**src/mav_pkg.sv**
```systemverilog
// Shared constants and types for the moving average window block.
package mav_pkg;

    localparam int DEF_MAX_WINDOW   = 64;
    localparam int DEF_SAMPLE_WIDTH = 16;

    localparam int SUM_W = 22;
    localparam int AVG_W = 16;
    localparam int LEN_W = 7;

    localparam logic [LEN_W-1:0] RESET_LENGTH = LEN_W'(8);

    typedef enum logic [1:0] {
        S_IDLE,
        S_UPDATE,
        S_DIV
    } t_state;

endpackage

```
**src/mav_if.sv**
```systemverilog
// Valid/ready channel interfaces for samples, results and the length register.
interface mav_sample_if #(
    parameter int SAMPLE_WIDTH = mav_pkg::DEF_SAMPLE_WIDTH
);
    logic                           valid;
    logic                           ready;
    logic signed [SAMPLE_WIDTH-1:0] sample;

    modport source (output valid, output sample, input ready);
    modport sink (input valid, input sample, output ready);
endinterface

interface mav_result_if;
    logic                             valid;
    logic                             ready;
    logic                             window_full;
    logic signed [mav_pkg::SUM_W-1:0] window_sum;
    logic signed [mav_pkg::AVG_W-1:0] average;

    modport source (output valid, output window_full, output window_sum, output average,
                    input ready);
    modport sink (input valid, input window_full, input window_sum, input average,
                  output ready);
endinterface

interface mav_cfg_if;
    logic                      valid;
    logic                      ready;
    logic [mav_pkg::LEN_W-1:0] window_length;

    modport source (output valid, output window_length, input ready);
    modport sink (input valid, input window_length, output ready);
endinterface

```
**src/mav_ram.sv**
```systemverilog
// Generic single-port-write, single-port-read RAM with a registered read.
module mav_ram #(
    parameter int WIDTH = mav_pkg::DEF_SAMPLE_WIDTH,
    parameter int DEPTH = mav_pkg::DEF_MAX_WINDOW
) (
    input  logic                     i_clk,
    input  logic                     i_we,
    input  logic [$clog2(DEPTH)-1:0] i_waddr,
    input  logic [WIDTH-1:0]         i_wdata,
    input  logic [$clog2(DEPTH)-1:0] i_raddr,
    output logic [WIDTH-1:0]         o_rdata
);

    logic [WIDTH-1:0] r_mem [DEPTH];
    logic [WIDTH-1:0] r_rdata;

    always_ff @(posedge i_clk) begin
        if (i_we) begin
            r_mem[i_waddr] <= i_wdata;
        end
        r_rdata <= r_mem[i_raddr];
    end

    assign o_rdata = r_rdata;

endmodule

```
**src/mav_div.sv**
```systemverilog
// Iterative signed-by-unsigned divider, one quotient bit per cycle, truncating toward zero.
module mav_div (
    input  logic                             i_clk,
    input  logic                             i_rst_n,
    input  logic                             i_start,
    input  logic signed [mav_pkg::SUM_W-1:0] i_dividend,
    input  logic [mav_pkg::LEN_W-1:0]        i_divisor,
    output logic                             o_done,
    output logic signed [mav_pkg::SUM_W-1:0] o_quotient
);

    localparam int SUM_W = mav_pkg::SUM_W;
    localparam int LEN_W = mav_pkg::LEN_W;
    localparam int CNT_W = $clog2(SUM_W);
    localparam logic [CNT_W-1:0] CNT_LAST = CNT_W'(SUM_W - 1);

    logic             r_busy;
    logic             r_done;
    logic [CNT_W-1:0] r_cnt;
    logic [LEN_W-1:0] r_rem;
    logic [SUM_W-1:0] r_quo;
    logic [LEN_W-1:0] r_div;
    logic             r_neg;
    logic [SUM_W-1:0] r_result;

    logic [LEN_W:0]   trial;
    logic [LEN_W:0]   diff;
    logic             ge;
    logic [LEN_W-1:0] n_rem;
    logic [SUM_W-1:0] n_quo;

    always_comb begin
        trial = {r_rem, r_quo[SUM_W-1]};
        diff  = trial - {1'b0, r_div};
        ge    = (trial >= {1'b0, r_div});
        n_rem = ge ? diff[LEN_W-1:0] : trial[LEN_W-1:0];
        n_quo = {r_quo[SUM_W-2:0], ge};
    end

    always_ff @(posedge i_clk) begin
        if (!i_rst_n) begin
            r_busy <= 1'b0;
            r_done <= 1'b0;
            r_cnt  <= '0;
        end else if (i_start) begin
            r_busy <= 1'b1;
            r_done <= 1'b0;
            r_cnt  <= '0;
        end else if (r_busy) begin
            r_cnt <= r_cnt + CNT_W'(1);
            if (r_cnt == CNT_LAST) begin
                r_busy <= 1'b0;
                r_done <= 1'b1;
            end
        end
    end

    always_ff @(posedge i_clk) begin
        if (i_start) begin
            r_neg <= i_dividend[SUM_W-1];
            r_quo <= i_dividend[SUM_W-1] ? (~i_dividend + SUM_W'(1)) : i_dividend;
            r_rem <= '0;
            r_div <= i_divisor;
        end else if (r_busy) begin
            r_rem <= n_rem;
            r_quo <= n_quo;
            if (r_cnt == CNT_LAST) begin
                r_result <= r_neg ? (~n_quo + SUM_W'(1)) : n_quo;
            end
        end
    end

    assign o_done     = r_done;
    assign o_quotient = r_result;

endmodule

```
**src/moving_average_window.sv**
```systemverilog
// Top level of the boxcar moving average over a configurable window of samples.
//
// Samples arrive as words on i_sample and each one yields exactly one result word on
// o_result carrying the full flag, the running window sum and the average, which is the
// sum divided by the window length and truncated toward zero. All channels move a word
// at a rising edge where valid and ready are both high.
// The window length is written on i_cfg while the block is idle; every write restarts
// the window with an empty sum. Lengths of zero count as one and lengths above the
// store depth count as the depth.
// A sample is only taken while the block is idle, so the next sample is taken after the
// result of the last one is registered. For each sample the ring store entry it replaces
// is read and the sum updated, then the divider produces one quotient bit per cycle
// over the 22-bit sum.
// The result waits in an output register while the receiver stalls, and a new sample
// is already accepted behind it; a second result waits in the divider until the
// output register frees.
// Reset restores a window length of 8, an empty window and a zero write position.
// The sample store itself is not cleared, since only written entries are ever read.
module moving_average_window #(
    parameter int MAX_WINDOW   = mav_pkg::DEF_MAX_WINDOW,
    parameter int SAMPLE_WIDTH = mav_pkg::DEF_SAMPLE_WIDTH
) (
    input  logic         i_clk,
    input  logic         i_rst_n,
    mav_sample_if.sink   i_sample,
    mav_cfg_if.sink      i_cfg,
    mav_result_if.source o_result
);

    localparam int SUM_W  = mav_pkg::SUM_W;
    localparam int AVG_W  = mav_pkg::AVG_W;
    localparam int LEN_W  = mav_pkg::LEN_W;
    localparam int ADDR_W = $clog2(MAX_WINDOW);
    localparam int PTR_W  = ADDR_W + 1;
    localparam int LEN_MAX_VAL = (MAX_WINDOW > (2**LEN_W - 1)) ? (2**LEN_W - 1) : MAX_WINDOW;
    localparam logic [LEN_W-1:0] MAX_LEN = LEN_W'(LEN_MAX_VAL);

    mav_pkg::t_state r_state;
    mav_pkg::t_state n_state;

    logic [ADDR_W-1:0]              r_wp;
    logic [ADDR_W-1:0]              n_wp;
    logic signed [SUM_W-1:0]        r_sum;
    logic signed [SUM_W-1:0]        n_sum;
    logic                           r_full;
    logic                           n_full;
    logic [LEN_W-1:0]               r_len;
    logic [LEN_W-1:0]               n_len;
    logic                           r_out_valid;
    logic                           n_out_valid;
    logic signed [SAMPLE_WIDTH-1:0] r_sample;
    logic                           r_out_full;
    logic signed [SUM_W-1:0]        r_out_sum;
    logic signed [AVG_W-1:0]        r_out_avg;

    logic                           sample_fire;
    logic                           cfg_fire;
    logic                           div_start;
    logic                           div_done;
    logic signed [SUM_W-1:0]        div_quotient;
    logic                           load_out;
    logic                           ram_we;
    logic [SAMPLE_WIDTH-1:0]        ram_rdata;
    logic signed [SAMPLE_WIDTH-1:0] old_sample;
    logic [LEN_W-1:0]               eff_len;
    logic [PTR_W-1:0]               wp_inc;

    assign sample_fire = i_sample.valid & i_sample.ready;
    assign cfg_fire    = i_cfg.valid & i_cfg.ready;
    assign old_sample  = ram_rdata;

    always_comb begin
        if (r_len == '0) begin
            eff_len = LEN_W'(1);
        end else if (r_len > MAX_LEN) begin
            eff_len = MAX_LEN;
        end else begin
            eff_len = r_len;
        end
        wp_inc = {1'b0, r_wp} + PTR_W'(1);
    end

    always_comb begin
        n_state     = r_state;
        n_wp        = r_wp;
        n_sum       = r_sum;
        n_full      = r_full;
        n_len       = r_len;
        div_start   = 1'b0;
        load_out    = 1'b0;
        ram_we      = 1'b0;
        unique case (r_state)
            mav_pkg::S_IDLE: begin
                if (sample_fire) begin
                    n_state = mav_pkg::S_UPDATE;
                end
            end
            mav_pkg::S_UPDATE: begin
                ram_we    = 1'b1;
                div_start = 1'b1;
                n_state   = mav_pkg::S_DIV;
                n_wp      = (wp_inc >= PTR_W'(eff_len)) ? '0 : wp_inc[ADDR_W-1:0];
                if (r_full) begin
                    n_sum = r_sum + SUM_W'(r_sample) - SUM_W'(old_sample);
                end else begin
                    n_sum  = r_sum + SUM_W'(r_sample);
                    n_full = (n_wp == '0);
                end
            end
            mav_pkg::S_DIV: begin
                if (div_done && (!r_out_valid || o_result.ready)) begin
                    load_out = 1'b1;
                    n_state  = mav_pkg::S_IDLE;
                end
            end
            default: begin
                n_state = mav_pkg::S_IDLE;
            end
        endcase
        if (cfg_fire) begin
            n_len  = i_cfg.window_length;
            n_wp   = '0;
            n_sum  = '0;
            n_full = 1'b0;
        end
        n_out_valid = load_out | (r_out_valid & ~o_result.ready);
    end

    always_ff @(posedge i_clk) begin
        if (!i_rst_n) begin
            r_state     <= mav_pkg::S_IDLE;
            r_wp        <= '0;
            r_sum       <= '0;
            r_full      <= 1'b0;
            r_len       <= mav_pkg::RESET_LENGTH;
            r_out_valid <= 1'b0;
        end else begin
            r_state     <= n_state;
            r_wp        <= n_wp;
            r_sum       <= n_sum;
            r_full      <= n_full;
            r_len       <= n_len;
            r_out_valid <= n_out_valid;
        end
    end

    always_ff @(posedge i_clk) begin
        if (sample_fire) begin
            r_sample <= i_sample.sample;
        end
        if (load_out) begin
            r_out_full <= r_full;
            r_out_sum  <= r_sum;
            r_out_avg  <= AVG_W'(div_quotient);
        end
    end

    mav_ram #(
        .WIDTH (SAMPLE_WIDTH),
        .DEPTH (MAX_WINDOW)
    ) u_store (
        .i_clk   (i_clk),
        .i_we    (ram_we),
        .i_waddr (r_wp),
        .i_wdata (r_sample),
        .i_raddr (r_wp),
        .o_rdata (ram_rdata)
    );

    mav_div u_div (
        .i_clk      (i_clk),
        .i_rst_n    (i_rst_n),
        .i_start    (div_start),
        .i_dividend (n_sum),
        .i_divisor  (eff_len),
        .o_done     (div_done),
        .o_quotient (div_quotient)
    );

    assign i_sample.ready       = (r_state == mav_pkg::S_IDLE);
    assign i_cfg.ready          = (r_state == mav_pkg::S_IDLE);
    assign o_result.valid       = r_out_valid;
    assign o_result.window_full = r_out_full;
    assign o_result.window_sum  = r_out_sum;
    assign o_result.average     = r_out_avg;

endmodule
```
**src/flat_wrapper.sv**
```systemverilog
// flat-port wrapper written by rule: the top's interface ports become plain ports
module moving_average_window_flat 
#(
    parameter int MAX_WINDOW   = mav_pkg::DEF_MAX_WINDOW,
    parameter int SAMPLE_WIDTH = mav_pkg::DEF_SAMPLE_WIDTH
)
  (i_clk, i_rst_n, i_sample_valid, i_sample_sample, i_sample_ready, i_cfg_valid, i_cfg_window_length, i_cfg_ready, o_result_valid, o_result_window_full, o_result_window_sum, o_result_average, o_result_ready);
  mav_sample_if #(.SAMPLE_WIDTH(SAMPLE_WIDTH)) i_sample_i ();
  mav_cfg_if i_cfg_i ();
  mav_result_if o_result_i ();
  input  logic i_clk;
  input  logic i_rst_n;
  input wire logic [$bits(i_sample_i.valid)-1:0] i_sample_valid;
  input wire logic [$bits(i_sample_i.sample)-1:0] i_sample_sample;
  output wire logic [$bits(i_sample_i.ready)-1:0] i_sample_ready;
  input wire logic [$bits(i_cfg_i.valid)-1:0] i_cfg_valid;
  input wire logic [$bits(i_cfg_i.window_length)-1:0] i_cfg_window_length;
  output wire logic [$bits(i_cfg_i.ready)-1:0] i_cfg_ready;
  output wire logic [$bits(o_result_i.valid)-1:0] o_result_valid;
  output wire logic [$bits(o_result_i.window_full)-1:0] o_result_window_full;
  output wire logic [$bits(o_result_i.window_sum)-1:0] o_result_window_sum;
  output wire logic [$bits(o_result_i.average)-1:0] o_result_average;
  input wire logic [$bits(o_result_i.ready)-1:0] o_result_ready;
  assign i_sample_i.valid = i_sample_valid;
  assign i_sample_i.sample = i_sample_sample;
  assign i_sample_ready = i_sample_i.ready;
  assign i_cfg_i.valid = i_cfg_valid;
  assign i_cfg_i.window_length = i_cfg_window_length;
  assign i_cfg_ready = i_cfg_i.ready;
  assign o_result_valid = o_result_i.valid;
  assign o_result_window_full = o_result_i.window_full;
  assign o_result_window_sum = o_result_i.window_sum;
  assign o_result_average = o_result_i.average;
  assign o_result_i.ready = o_result_ready;
  moving_average_window #(.MAX_WINDOW(MAX_WINDOW), .SAMPLE_WIDTH(SAMPLE_WIDTH)) u_core (.i_clk(i_clk), .i_rst_n(i_rst_n), .i_sample(i_sample_i), .i_cfg(i_cfg_i), .o_result(o_result_i));
endmodule
```
**config.mk**
```make
export PLATFORM = sky130hd
export DESIGN_NAME = moving_average_window_flat
export DESIGN_NICKNAME = d
export VERILOG_FILES = /design/src/mav_pkg.sv /design/src/mav_if.sv /design/src/mav_ram.sv /design/src/mav_div.sv /design/src/moving_average_window.sv /design/src/flat_wrapper.sv
export SDC_FILE = /design/constraint.sdc
export NUM_CORES = 1
export LEC_CHECK = 0
export ABC_AREA = 1
export BUFFER_PORTS_ARGS = -buffer_cell sky130_fd_sc_hd__buf_2
export CELL_PAD_IN_SITES_DETAIL_PLACEMENT = 2
export CELL_PAD_IN_SITES_GLOBAL_PLACEMENT = 2
export CORE_MARGIN = 1.5
export CORE_UTILIZATION = 29
export CTS_CLUSTER_SIZE = 8
export DETAILED_ROUTE_END_ITERATION = 6
export PLACE_DENSITY_LB_ADDON = 0.1
export SETUP_SLACK_MARGIN = 0.15
export SYNTH_ARGS = -nofsm -noshare
export SYNTH_HDL_FRONTEND = slang
export SYNTH_HIERARCHICAL = 1
export SYNTH_SLANG_ARGS = --single-unit
export TNS_END_PERCENT = 100
```
**constraint.sdc**
```tcl
create_clock -name i_clk -period 12.6 [get_ports i_clk]
set_clock_uncertainty 0.05 [all_clocks]
set_input_delay 2.52 -clock i_clk [delete_from_list [all_inputs] [get_ports i_clk]]
set_output_delay 2.52 -clock i_clk [all_outputs]
set_load 0.1 [all_outputs]
```
==> results_dict.tcl <==
set metrics [dict create \
    outcome "completed" \
    gr-total-overflow 0 \
    globalplace.congestion 0.766 \
    synth.net_count 4942 \
    rsz0062_at_grt "no" \
    hold_ws_ns 0.366 \
    report.final.setup_viol 0 \
    cts_buffers 168 \
    worst_path_max_delay_cell "sky130_fd_sc_hd__buf_4" \
    clockRootBuffer "sky130_fd_sc_hd__clkbuf_16" \
    min_period_over_period_pct 46.1 \
    critical_path_class "reg -> reg" \
    chipWidth_microns 428 \
    tritoncts_num_sinks 1194 \
    htreeDepth 4 \
    wire_per_inst_microns 25.1 \
    clock_tree.buffer_depth 3 \
    detailed_place_hpwl_microns 109000 \
    post_cts_resized 0 \
    grtUsageMet3_pct 2.46 \
    setup-tns-final_ns 0 \
    layout.core_utilization_pct 33.4 \
    hold_viol 0 \
    cp_slowest_stage_delay_ns 0.66 \
    tightestPinTransition_ns 1.23 \
    dieHeight_microns 428 \
    timing.final.max_slew_violations 0 \
    worstSetupStartpointType "flop" \
    crit_top_cell "sky130_fd_sc_hd__nand2_1" \
    std_cell_rows 155 \
    finalWirelength_microns 185000 \
    gate_family_responsible_for_the_most_delay_along_the_worst_path "simple AND/OR/NAND/NOR gates" \
    synth.avg_cell_area_sq_um 10.8 \
    power_density_nw_per_um2 163 \
    grt_pass1_wl_microns 272000 \
    mappedNetlistArea_sq_um 52300 \
    num-nets-final 5047 \
    maxClockFrequency_mhz 172 \
    cts.clk_slew.worst_paths_ns 0.05 \
    syn-instance-count 4849 \
    num_vias 36734 \
    preCtsSetupSlack_ns 6.69 \
    top_usage_layer "met2" \
    tritoncts "done" \
    cap_viol_max_count 0 \
    numPortBuffers 69 \
    timing.final.ws_setup_ns 6.79 \
    layout-area-overhead-vs-synth_pct 14.3 \
    viasPerCell 4.98 \
    period_minus_slack_ns 5.81 \
    critical_path_arrival_ns 6.26 \
    worstPathRequired_ns 13.05 \
    drt_iter0_drc 1972 \
    postCtsSetupRepairBufs 0 \
    ys_warn_count 6 \
    cp_num_buf_inv 4 \
    use_met1_pct 27.0 \
    drt_pass1_iterations 5 \
    grt_pass1_vias 39608 \
    drc 0 \
    ant_nets 0 \
    ir_drop_v 0.000137 \
    mostFrequentLayoutCell "sky130_fd_sc_hd__nand2_1" \
    cts.hold.buffers_added 0 \
    grt_overall_usage_pct 20.3 \
    grt.met2_usage_pct 35.1 \
    grt_start_max_net_pins 243 \
    num_io_pins 70 \
    placeableCoreArea_sq_um 179000 \
    layout.filler_cells 19034 \
    critical_path_peak_fanout 65 \
    leakage_nw 22.3 \
    timing.hold.worst.class "reg -> reg" \
    timing.max_slew.rel_slack_pct 17.8 \
    endpoint_kind "flop" \
    mostFrequentLayoutCells "sky130_fd_sc_hd__nand2_1, sky130_fd_sc_hd__edfxtp_1, sky130_fd_sc_hd__nand3_1" \
    initial_core_util_pct 29.2 \
    clk_latency_worst_skew_pair_ns 0.80 \
    floorplan.die_area_sq_um 183000 \
    antenna_found_initial 6 \
    layout_cells_sized_above_1_pct 9.65 \
]
==> power breakdown <==
group	leakage, nW	internal (W)	switching, W
clock	2.24	0.00242	0.00171
sequential	10.7	0.00442	0.0000430
combinational	9.35	0.000314	0.000853
total	22.3	0.00715	0.00261
==> flip-flops by register name, summed over array words and instances, names as in the netlist, 7 cells and up <==
signal / count
u_core/u_div/o_quotient: 16
u_core/u_store/r_mem: 1024
u_core/o_result.average: 16
u_core/u_div/r_div: 7
u_core/r_len: 7
u_core/u_store/o_rdata: 16
u_core/u_div/r_quo: 22
u_core/r_sum: 22
u_core/r_sample: 16
u_core/u_div/r_rem: 7
u_core/o_result.window_sum: 22
==> worst register-to-register path, delay by kind of cell, from the launching register on <==
kind / cells / cell delay (ns)
and+or+nand+nor: 20 / 2.12
buffers and inverters: 4 / 1.58
DFF: 1 / 0.32
AOI/OAI and AO/OA: 3 / 0.60
adders and majority gates: 2 / 0.83
==> per-stage QoR <==
stage	area, sq um	instances	total power, W
floorplan	52300	4849	0.00530
global placement	55100	7139	0.00571
detailed placement	55100	7139	0.00573
CTS	59700	7373	0.00993
global route	59700	7373	0.0102
finish	59700	7376	0.00976
==> per-layer routing <==
layer / vias up / share of wire [%]
met1: 19161 / 46
met5: - / 0
li1: 16925 / -
met2: 451 / 50
met4: 0 / 1.6
met3: 197 / 2.7
==> path summary, 6_finish.rpt <==
path                               startpoint                     endpoint  slack, ns  cells after the start
setup / recovery           u_core/r_sample[4]       u_core/u_div/r_quo[14]       6.79                     29
hold reg to reg   u_core/u_div/o_quotient[11]  u_core/o_result.average[11]       0.37                      0
hold / removal    u_core/u_div/o_quotient[11]  u_core/o_result.average[11]       0.37                      0
setup reg to reg           u_core/r_sample[4]       u_core/u_div/r_quo[14]       6.79                     29
==> layout make-up <==
| class | instances | area [sq um] | area share (%) |
|---|---|---|---|
| sequential | 1194 | 35200 | 58.9 |
| antenna | 3 | 7.51 | 0.0126 |
| multi-input combinational | 3187 | 14800 | 24.9 |
| timing repair buffer | 186 | 1270 | 2.13 |
| clock buffer | 218 | 4410 | 7.39 |
| inverter | 217 | 857 | 1.43 |
| tap | 2355 | 2950 | 4.93 |
| clock inverter | 16 | 214 | 0.358 |
(Power assumes the default switching activity.)
